<file path="src/hw/rtl/rmsd_pkg.sv">
// shared constants and types for the windowed rms decimator
package rmsd_pkg;

    localparam int SAMPLE_BITS_DEF = 16;
    localparam int WINDOW_BITS_DEF = 16;
    localparam int CFG_BITS        = 16;
    localparam int OUT_BITS        = 16;
    localparam int ACC_MAX_BITS    = 64;
    localparam int QUEUE_DEPTH     = 4;
    localparam int QCNT_W          = $clog2(QUEUE_DEPTH + 1);

    localparam logic [OUT_BITS-1:0] OUT_MAX = {OUT_BITS{1'b1}};

    typedef struct packed {
        logic              not_empty;
        logic [QCNT_W-1:0] count;
    } qstat_t;

endpackage

</file>
<file path="src/hw/rtl/block_rms_decimator_top.sv">
// top level of the windowed rms decimator
//
//  channel        handshake                      payload
//  input          in_valid / in_stall            sample, run_start
//  output         out_valid / out_stall          rms_value
//  config         window_length_we               window_length
//
//  one sample per cycle into the square-accumulate front while in_stall is low, two pipeline stages
//  the back end takes one finished window at a time through its bit-serial divider
//  and square root
//  the queue holds four finished windows; in_stall rises when it could overflow
//  reset clears the accumulator, count and queue, and window_length returns to 1
//  out_stall holds the result register; the front keeps running until the queue fills
module block_rms_decimator_top
    import rmsd_pkg::*;
#(
    parameter int SAMPLE_BITS = SAMPLE_BITS_DEF,
    parameter int WINDOW_BITS = WINDOW_BITS_DEF
)
(
    input  logic                          clk,
    input  logic                          rst_n,
    input  logic                          in_valid,
    output logic                          in_stall,
    input  logic signed [SAMPLE_BITS-1:0] sample,
    input  logic                          run_start,
    output logic                          out_valid,
    input  logic                          out_stall,
    output logic [OUT_BITS-1:0]           rms_value,
    input  logic                          window_length_we,
    input  logic [CFG_BITS-1:0]           window_length
);

    localparam int ACC_FULL = WINDOW_BITS + 2 * SAMPLE_BITS - 2;
    localparam int ACC_W    = (ACC_FULL > ACC_MAX_BITS) ? ACC_MAX_BITS : ACC_FULL;
    localparam int ENTRY_W  = ACC_W + WINDOW_BITS;

    qstat_t                 q_stat;
    logic                   push;
    logic [ACC_W-1:0]       push_sum;
    logic [WINDOW_BITS-1:0] push_win;
    logic                   pop;
    logic [ENTRY_W-1:0]     pop_data;

    rmsd_front #(
        .SAMPLE_BITS (SAMPLE_BITS),
        .WINDOW_BITS (WINDOW_BITS),
        .ACC_W       (ACC_W)
    ) u_front (
        .clk              (clk),
        .rst_n            (rst_n),
        .in_valid         (in_valid),
        .in_stall         (in_stall),
        .sample           (sample),
        .run_start        (run_start),
        .window_length_we (window_length_we),
        .window_length    (window_length),
        .q_stat           (q_stat),
        .push             (push),
        .push_sum         (push_sum),
        .push_win         (push_win)
    );

    rmsd_queue #(
        .WIDTH (ENTRY_W),
        .DEPTH (QUEUE_DEPTH)
    ) u_queue (
        .clk       (clk),
        .rst_n     (rst_n),
        .push      (push),
        .push_data ({push_sum, push_win}),
        .pop       (pop),
        .pop_data  (pop_data),
        .q_stat    (q_stat)
    );

    rmsd_back #(
        .WINDOW_BITS (WINDOW_BITS),
        .ACC_W       (ACC_W)
    ) u_back (
        .clk       (clk),
        .rst_n     (rst_n),
        .q_stat    (q_stat),
        .pop       (pop),
        .pop_sum   (pop_data[ENTRY_W-1:WINDOW_BITS]),
        .pop_win   (pop_data[WINDOW_BITS-1:0]),
        .out_valid (out_valid),
        .out_stall (out_stall),
        .rms_value (rms_value)
    );

endmodule

</file>
<file path="src/hw/rtl/rmsd_front.sv">
// front end: squares samples, accumulates windows, hands finished windows to the queue
module rmsd_front
    import rmsd_pkg::*;
#(
    parameter int SAMPLE_BITS = SAMPLE_BITS_DEF,
    parameter int WINDOW_BITS = WINDOW_BITS_DEF,
    parameter int ACC_W       = 46
)
(
    input  logic                          clk,
    input  logic                          rst_n,
    input  logic                          in_valid,
    output logic                          in_stall,
    input  logic signed [SAMPLE_BITS-1:0] sample,
    input  logic                          run_start,
    input  logic                          window_length_we,
    input  logic [CFG_BITS-1:0]           window_length,
    input  qstat_t                        q_stat,
    output logic                          push,
    output logic [ACC_W-1:0]              push_sum,
    output logic [WINDOW_BITS-1:0]        push_win
);

    logic [CFG_BITS-1:0]      wlen_reg;
    logic                     vld_reg;
    logic                     start_reg;
    logic [2*SAMPLE_BITS-1:0] sq_reg;
    logic [ACC_W-1:0]         acc_reg;
    logic [WINDOW_BITS-1:0]   cnt_reg;

    logic [SAMPLE_BITS-1:0]   sample_u;
    logic [SAMPLE_BITS-1:0]   mag;
    logic [2*SAMPLE_BITS-1:0] sq_next;
    logic                     accept;
    logic [WINDOW_BITS-1:0]   win_raw;
    logic [WINDOW_BITS-1:0]   win_eff;
    logic [ACC_W-1:0]         acc_base;
    logic [WINDOW_BITS-1:0]   cnt_base;
    logic [ACC_W:0]           sum_ext;
    logic [ACC_W-1:0]         acc_next;
    logic [WINDOW_BITS-1:0]   cnt_next;
    logic                     done;

    assign in_stall = ({1'b0, q_stat.count} + {{QCNT_W{1'b0}}, vld_reg})
                      >= (QCNT_W + 1)'(QUEUE_DEPTH);
    assign accept   = in_valid & ~in_stall;

    // magnitude and square
    always_comb
    begin
        sample_u = unsigned'(sample);
        mag      = sample_u[SAMPLE_BITS-1] ? (~sample_u + 1'b1) : sample_u;
        sq_next  = (2*SAMPLE_BITS)'(mag) * (2*SAMPLE_BITS)'(mag);
    end

    // saturating accumulate and window count
    always_comb
    begin
        win_raw  = WINDOW_BITS'(wlen_reg);
        win_eff  = (win_raw == '0) ? WINDOW_BITS'(1) : win_raw;
        acc_base = start_reg ? '0 : acc_reg;
        cnt_base = start_reg ? '0 : cnt_reg;
        sum_ext  = {1'b0, acc_base} + (ACC_W + 1)'(sq_reg);
        acc_next = sum_ext[ACC_W] ? {ACC_W{1'b1}} : sum_ext[ACC_W-1:0];
        cnt_next = cnt_base + 1'b1;
        done     = vld_reg && (cnt_next >= win_eff);
    end

    assign push     = done;
    assign push_sum = acc_next;
    assign push_win = win_eff;

    always_ff @(posedge clk or negedge rst_n)
    begin
        if (!rst_n)
        begin
            wlen_reg <= CFG_BITS'(1);
            vld_reg  <= 1'b0;
            acc_reg  <= '0;
            cnt_reg  <= '0;
        end
        else
        begin
            if (window_length_we)
            begin
                wlen_reg <= window_length;
            end
            vld_reg <= accept;
            if (vld_reg)
            begin
                acc_reg <= done ? '0 : acc_next;
                cnt_reg <= done ? '0 : cnt_next;
            end
        end
    end

    always_ff @(posedge clk)
    begin
        if (accept)
        begin
            sq_reg    <= sq_next;
            start_reg <= run_start;
        end
    end

    a_cnt_below_max: assert property (@(posedge clk) disable iff (!rst_n)
        cnt_reg != {WINDOW_BITS{1'b1}})
        else $error("window count reached its maximum");

endmodule

</file>
<file path="src/hw/rtl/rmsd_queue.sv">
// short queue of finished window sums between front and back
module rmsd_queue
    import rmsd_pkg::*;
#(
    parameter int WIDTH = 62,
    parameter int DEPTH = QUEUE_DEPTH
)
(
    input  logic             clk,
    input  logic             rst_n,
    input  logic             push,
    input  logic [WIDTH-1:0] push_data,
    input  logic             pop,
    output logic [WIDTH-1:0] pop_data,
    output qstat_t           q_stat
);

    localparam int PTR_W = $clog2(DEPTH);
    localparam int CNT_W = $clog2(DEPTH + 1);

    logic [WIDTH-1:0] mem_reg [DEPTH];
    logic [PTR_W-1:0] wr_ptr_reg;
    logic [PTR_W-1:0] rd_ptr_reg;
    logic [CNT_W-1:0] count_reg;

    logic [PTR_W-1:0] wr_ptr_next;
    logic [PTR_W-1:0] rd_ptr_next;

    assign wr_ptr_next = (wr_ptr_reg == PTR_W'(DEPTH - 1)) ? '0 : wr_ptr_reg + 1'b1;
    assign rd_ptr_next = (rd_ptr_reg == PTR_W'(DEPTH - 1)) ? '0 : rd_ptr_reg + 1'b1;

    assign pop_data         = mem_reg[rd_ptr_reg];
    assign q_stat.not_empty = (count_reg != '0);
    assign q_stat.count     = QCNT_W'(count_reg);

    always_ff @(posedge clk or negedge rst_n)
    begin
        if (!rst_n)
        begin
            wr_ptr_reg <= '0;
            rd_ptr_reg <= '0;
            count_reg  <= '0;
        end
        else
        begin
            if (push)
            begin
                wr_ptr_reg <= wr_ptr_next;
            end
            if (pop)
            begin
                rd_ptr_reg <= rd_ptr_next;
            end
            if (push && !pop)
            begin
                count_reg <= count_reg + 1'b1;
            end
            else if (pop && !push)
            begin
                count_reg <= count_reg - 1'b1;
            end
        end
    end

    always_ff @(posedge clk)
    begin
        if (push)
        begin
            mem_reg[wr_ptr_reg] <= push_data;
        end
    end

    a_no_push_full: assert property (@(posedge clk) disable iff (!rst_n)
        push |-> (count_reg < CNT_W'(DEPTH)))
        else $error("push into full queue");

    a_no_pop_empty: assert property (@(posedge clk) disable iff (!rst_n)
        pop |-> (count_reg != '0))
        else $error("pop from empty queue");

endmodule

</file>
<file path="src/hw/rtl/rmsd_back.sv">
// back end: bit-serial divide by window length, then bit-pair square root
module rmsd_back
    import rmsd_pkg::*;
#(
    parameter int WINDOW_BITS = WINDOW_BITS_DEF,
    parameter int ACC_W       = 46
)
(
    input  logic                   clk,
    input  logic                   rst_n,
    input  qstat_t                 q_stat,
    output logic                   pop,
    input  logic [ACC_W-1:0]       pop_sum,
    input  logic [WINDOW_BITS-1:0] pop_win,
    output logic                   out_valid,
    input  logic                   out_stall,
    output logic [OUT_BITS-1:0]    rms_value
);

    localparam int SQ_W   = ACC_W + (ACC_W % 2);
    localparam int ROOT_W = SQ_W / 2;
    localparam int STEP_W = $clog2(ACC_W + 1);
    localparam int EXT_W  = (ROOT_W > OUT_BITS) ? ROOT_W : OUT_BITS;

    typedef enum logic [1:0] {
        ST_IDLE,
        ST_DIV,
        ST_SQRT,
        ST_OUT
    } state_t;

    state_t                 state_reg;
    logic [ACC_W-1:0]       quo_reg;
    logic [WINDOW_BITS-1:0] rem_reg;
    logic [WINDOW_BITS-1:0] div_reg;
    logic [STEP_W-1:0]      step_reg;
    logic [SQ_W-1:0]        rad_reg;
    logic [ROOT_W+1:0]      sqrem_reg;
    logic [ROOT_W-1:0]      root_reg;
    logic [OUT_BITS-1:0]    rms_reg;
    logic                   out_valid_reg;

    logic [WINDOW_BITS:0]   rem_shift;
    logic [WINDOW_BITS:0]   rem_sub;
    logic                   div_fit;
    logic [WINDOW_BITS-1:0] rem_next;
    logic [ACC_W-1:0]       quo_next;
    logic [ROOT_W+1:0]      sq_shift;
    logic [ROOT_W+1:0]      trial;
    logic                   sq_fit;
    logic [ROOT_W+1:0]      sqrem_next;
    logic [ROOT_W-1:0]      root_next;
    logic [EXT_W-1:0]       root_ext;
    logic [OUT_BITS-1:0]    rms_next;

    assign pop = (state_reg == ST_IDLE) && q_stat.not_empty;

    // restoring division step
    always_comb
    begin
        rem_shift = {rem_reg, quo_reg[ACC_W-1]};
        rem_sub   = rem_shift - {1'b0, div_reg};
        div_fit   = rem_shift >= {1'b0, div_reg};
        rem_next  = div_fit ? rem_sub[WINDOW_BITS-1:0] : rem_shift[WINDOW_BITS-1:0];
        quo_next  = {quo_reg[ACC_W-2:0], div_fit};
    end

    // square root step, two radicand bits per cycle
    always_comb
    begin
        sq_shift   = {sqrem_reg[ROOT_W-1:0], rad_reg[SQ_W-1 -: 2]};
        trial      = {root_reg, 2'b01};
        sq_fit     = sq_shift >= trial;
        sqrem_next = sq_fit ? (sq_shift - trial) : sq_shift;
        root_next  = {root_reg[ROOT_W-2:0], sq_fit};
        root_ext   = EXT_W'(root_next);
        rms_next   = (root_ext > EXT_W'(OUT_MAX)) ? OUT_MAX : root_ext[OUT_BITS-1:0];
    end

    always_ff @(posedge clk or negedge rst_n)
    begin
        if (!rst_n)
        begin
            state_reg     <= ST_IDLE;
            quo_reg       <= '0;
            rem_reg       <= '0;
            div_reg       <= '0;
            step_reg      <= '0;
            rad_reg       <= '0;
            sqrem_reg     <= '0;
            root_reg      <= '0;
            rms_reg       <= '0;
            out_valid_reg <= 1'b0;
        end
        else
        begin
            case (state_reg)
                ST_IDLE:
                begin
                    if (q_stat.not_empty)
                    begin
                        quo_reg   <= pop_sum;
                        div_reg   <= pop_win;
                        rem_reg   <= '0;
                        step_reg  <= '0;
                        state_reg <= ST_DIV;
                    end
                end
                ST_DIV:
                begin
                    quo_reg <= quo_next;
                    rem_reg <= rem_next;
                    if (step_reg == STEP_W'(ACC_W - 1))
                    begin
                        rad_reg   <= SQ_W'(quo_next);
                        sqrem_reg <= '0;
                        root_reg  <= '0;
                        step_reg  <= '0;
                        state_reg <= ST_SQRT;
                    end
                    else
                    begin
                        step_reg <= step_reg + 1'b1;
                    end
                end
                ST_SQRT:
                begin
                    rad_reg   <= {rad_reg[SQ_W-3:0], 2'b00};
                    sqrem_reg <= sqrem_next;
                    root_reg  <= root_next;
                    if (step_reg == STEP_W'(ROOT_W - 1))
                    begin
                        rms_reg       <= rms_next;
                        out_valid_reg <= 1'b1;
                        state_reg     <= ST_OUT;
                    end
                    else
                    begin
                        step_reg <= step_reg + 1'b1;
                    end
                end
                ST_OUT:
                begin
                    if (!out_stall)
                    begin
                        out_valid_reg <= 1'b0;
                        state_reg     <= ST_IDLE;
                    end
                end
                default:
                begin
                    state_reg     <= ST_IDLE;
                    out_valid_reg <= 1'b0;
                end
            endcase
        end
    end

    assign out_valid = out_valid_reg;
    assign rms_value = rms_reg;

endmodule
</file>
<file path="config.mk">
export PLATFORM = sky130hd
export DESIGN_NAME = block_rms_decimator_top
export DESIGN_NICKNAME = d
export VERILOG_FILES = /design/src/hw/rtl/rmsd_pkg.sv /design/src/hw/rtl/block_rms_decimator_top.sv /design/src/hw/rtl/rmsd_front.sv /design/src/hw/rtl/rmsd_queue.sv /design/src/hw/rtl/rmsd_back.sv
export SDC_FILE = /design/constraint.sdc
export NUM_CORES = 1
export LEC_CHECK = 0
export BUFFER_PORTS_ARGS = -buffer_cell sky130_fd_sc_hd__buf_2
export CELL_PAD_IN_SITES_DETAIL_PLACEMENT = 0
export CELL_PAD_IN_SITES_GLOBAL_PLACEMENT = 1
export CORE_MARGIN = 2
export CORE_UTILIZATION = 30
export DETAILED_ROUTE_END_ITERATION = 8
export GPL_TIMING_DRIVEN = 0
export PLACE_DENSITY_LB_ADDON = 0.1
export SLEW_MARGIN = 20
export SYNTH_ARGS = -nofsm -noshare
export SYNTH_HDL_FRONTEND = slang
export SYNTH_SLANG_ARGS = --single-unit
</file>
<file path="constraint.sdc">
create_clock -name clk -period 5.4 [get_ports clk]
set_input_delay 0 -clock clk [delete_from_list [all_inputs] [get_ports clk]]
set_output_delay 0 -clock clk [all_outputs]
set_load 0.02 [all_outputs]
</file>
==> results.md <==
- Final Core Density: 36.3%
- Total core area: 115000 µm²
- Num CTS Buffers: 61
- Via density: 4.86
- First-pass GRT wire length: 149 mm
- GRT overflow: 0
- Synth Cell Area: 34700 µm²
- Fmax: 0.156 GHz
- Final-stage net count: 3833
- Detail Placement HPWL: 70.3 mm
- Area post-placement: 37400 µm²
- Final min period: 6.42 ns
- Synth area leaders: edfxtp_1, dfrtp_1, fa_1
- DRC Markers: 0
- CTS clk-pin slew, worst paths: 0.06 ns
- Initial Utilization: 30.3%
- Status: complete, but fails checks
- Rel. slew slack: 28.7%
- TNS Setup: -13.64 ns
- Synth area leader: edfxtp_1
- ANT nets after route: 0
- Routed len/inst: 19.0 µm
- Post-Syn Area per Cell: 11.0 µm²
- Dpl ws: -2.87 ns
- 1st-iter DRT viols: 1190
- Failing checks: negative setup slack
- Synth cell count leaders: inv_1, nand2_1, dfrtp_1, edfxtp_1, o21ai_0
- WL final: 95.1 mm
- Clock root buffer: clkbuf_16
- Post-route cell area: 41600 µm²
- Synth Instances: 3169
- Crit Path Max Fanout: 6
- Cell at the slowest stage of the critical path: fa_1
- Routed via count: 24260
- CP Capture Type: flip-flop
- Share of cells above drive strength 1: 15.6%
- Later-pin clock latency in the skew report: 0.65 ns
- First-pass iteration count of the detailed router: 5
- Htree depth: 2
- Fill cells: 11396
- Cell row count: 124
- Most frequent cell after synthesis: inv_1
- Most common cell on crit path: fa_1
- Number of max-cap violations: 0
- Placer Congestion: 0.829
- Port-buffer cells: 55
- Seq/Total Area, Yosys: 44.5%
- TritonCTS clock tree: done
- Worst clock skew: 0.0372 ns
- Synth Register Bits: 561
- Final hold vios: 0
- Critical Path AT: 6.81 ns
- Final period utilization: 119%
- Post-route setup slack: -1.02 ns
- Ports: 56
- Die X: 344 µm
- Setup crit start kind: primary input
- Slowest stage delay, CP: 0.55 ns
- Antenna diodes: 0
- EDFF count, synth: 280
- Post-synth ARST share: 50.1%
- CP Data Required Time: 5.79 ns
- Area grow syn2layout: 19.8%
- Worst Setup Path Type: in -> reg
- Initial antenna violation count: 0
- YS warnings: 0
- Synth Flop Type: edfxtp_1
- Max reg flops: 248
- CTS sink count: 561
- Die Span Y: 344 µm
- Top cell type's share of synthesized area: 24.2%
- Max-slew violations: 0
- Full die area: 118000 µm²
- Distinct cells, synth: 90
- Vias in the first global route: 25949
- Worst-Margin Slew: 1.07 ns
- # setup viols final: 20
- Hold WC Path Type: in -> reg
- Clock buffer depth: 3
- Global Route Usage Sum: 16.2%
- RSZ-0062 raised after global routing: true
- Largest net degree at the start of global routing: 88
-- area by class of cell --
type	instances	area [µm²]	area share, %
Clock buffer	74	1650	3.96
Buffer	139	664	1.60
Multi-Input combinational cell	2121	18300	44.1
Clock inverter	41	445	1.07
Sequential cell	561	15400	37.1
Inverter	352	1390	3.35
Timing Repair Buffer	192	1750	4.20
Tap cell	1512	1890	4.55
-- worst paths after layout --
check | from | endpoint | slack (ns) | depth (start not counted)
worst min-delay path | sample[0] | u_front.sq_reg[3] | 0.11 | 4
max in group asynchronous | rst_n | u_back.rms_value[12] | 3.68 | 6
worst max register to register | u_front.start_reg | u_queue.count_reg[1] | 0.25 | 22
worst min register to register | u_back.root_reg[12] | u_back.root_reg[12] | 0.48 | 2
min in group asynchronous | rst_n | u_front.win_raw[0] | 0.48 | 3
worst max-delay path | sample[5] | u_front.sq_reg[30] | -1.02 | 26
-- worst max-delay path, delay by kind of cell --
family / cells / cell delay [ns]
compound gates: 8 / 1.58
fa+ha+maj: 7 / 3.30
simple gates: 3 / 0.83
buf+inv: 6 / 0.59
xor+xnor: 2 / 0.50
-- through the flow --
step	std cells	hold WS (ns)
2_1_floorplan	3178	-0.296
3_3_place_gp	4745	0.210
3_5_place_dp	4753	-0.0486
4_1_cts	4967	0.0639
5_1_grt	4992	0.0830
6_report	4992	0.112
-- cell usage in the layout (no fill, tap or decap), drive strengths merged, types with 99 or more instances in the layout --
master	count
nand2	361
inv	347
dfrtp	280
edfxtp	280
o21ai	234
ha	200
clkbuf	181
nor2	172
buf	170
fa	167
a21oi	104
mux2i	99
-- kinds of logic (layout without fill, tap and decap cells) --
kind of cell	Yosys count	in the layout	share of synthesized area, %
buffers and inverters	496	798	5.51
and+or+nand+nor	814	814	10.8
other	2	11	0.0216
adders and majority gates	367	367	16.8
DFF	561	561	44.5
xor gates and xnor gates	129	129	3.26
muxes	182	182	7.56
AOI/OAI and AO/OA	618	618	11.5
-- routing by layer --
metal | share of wire [%] | global-route usage [%] | routed length [µm] | vias up
li1 | - | - | - | 11576
met1 | 45 | 20.9 | 42400 | 12122
met2 | 49 | 27.8 | 46100 | 402
met3 | 3.3 | 1.93 | 3160 | 160
met4 | 3.5 | 5.83 | 3380 | 0
met5 | 0 | 0 | 0 | -
-- repair_timing --
item | in CTS | in global routing
hold buffers | 55 | 0
gates resized for setup | 140 | 65
endpoints found under the hold margin | 173 | 0
setup endpoints to repair | 516 | 134
setup buffers | 48 | 27
pin swaps | 61 | 80
Power is not shown: default switching activity piles up to over one toggle a cycle in this logic, so the estimate is an artifact.
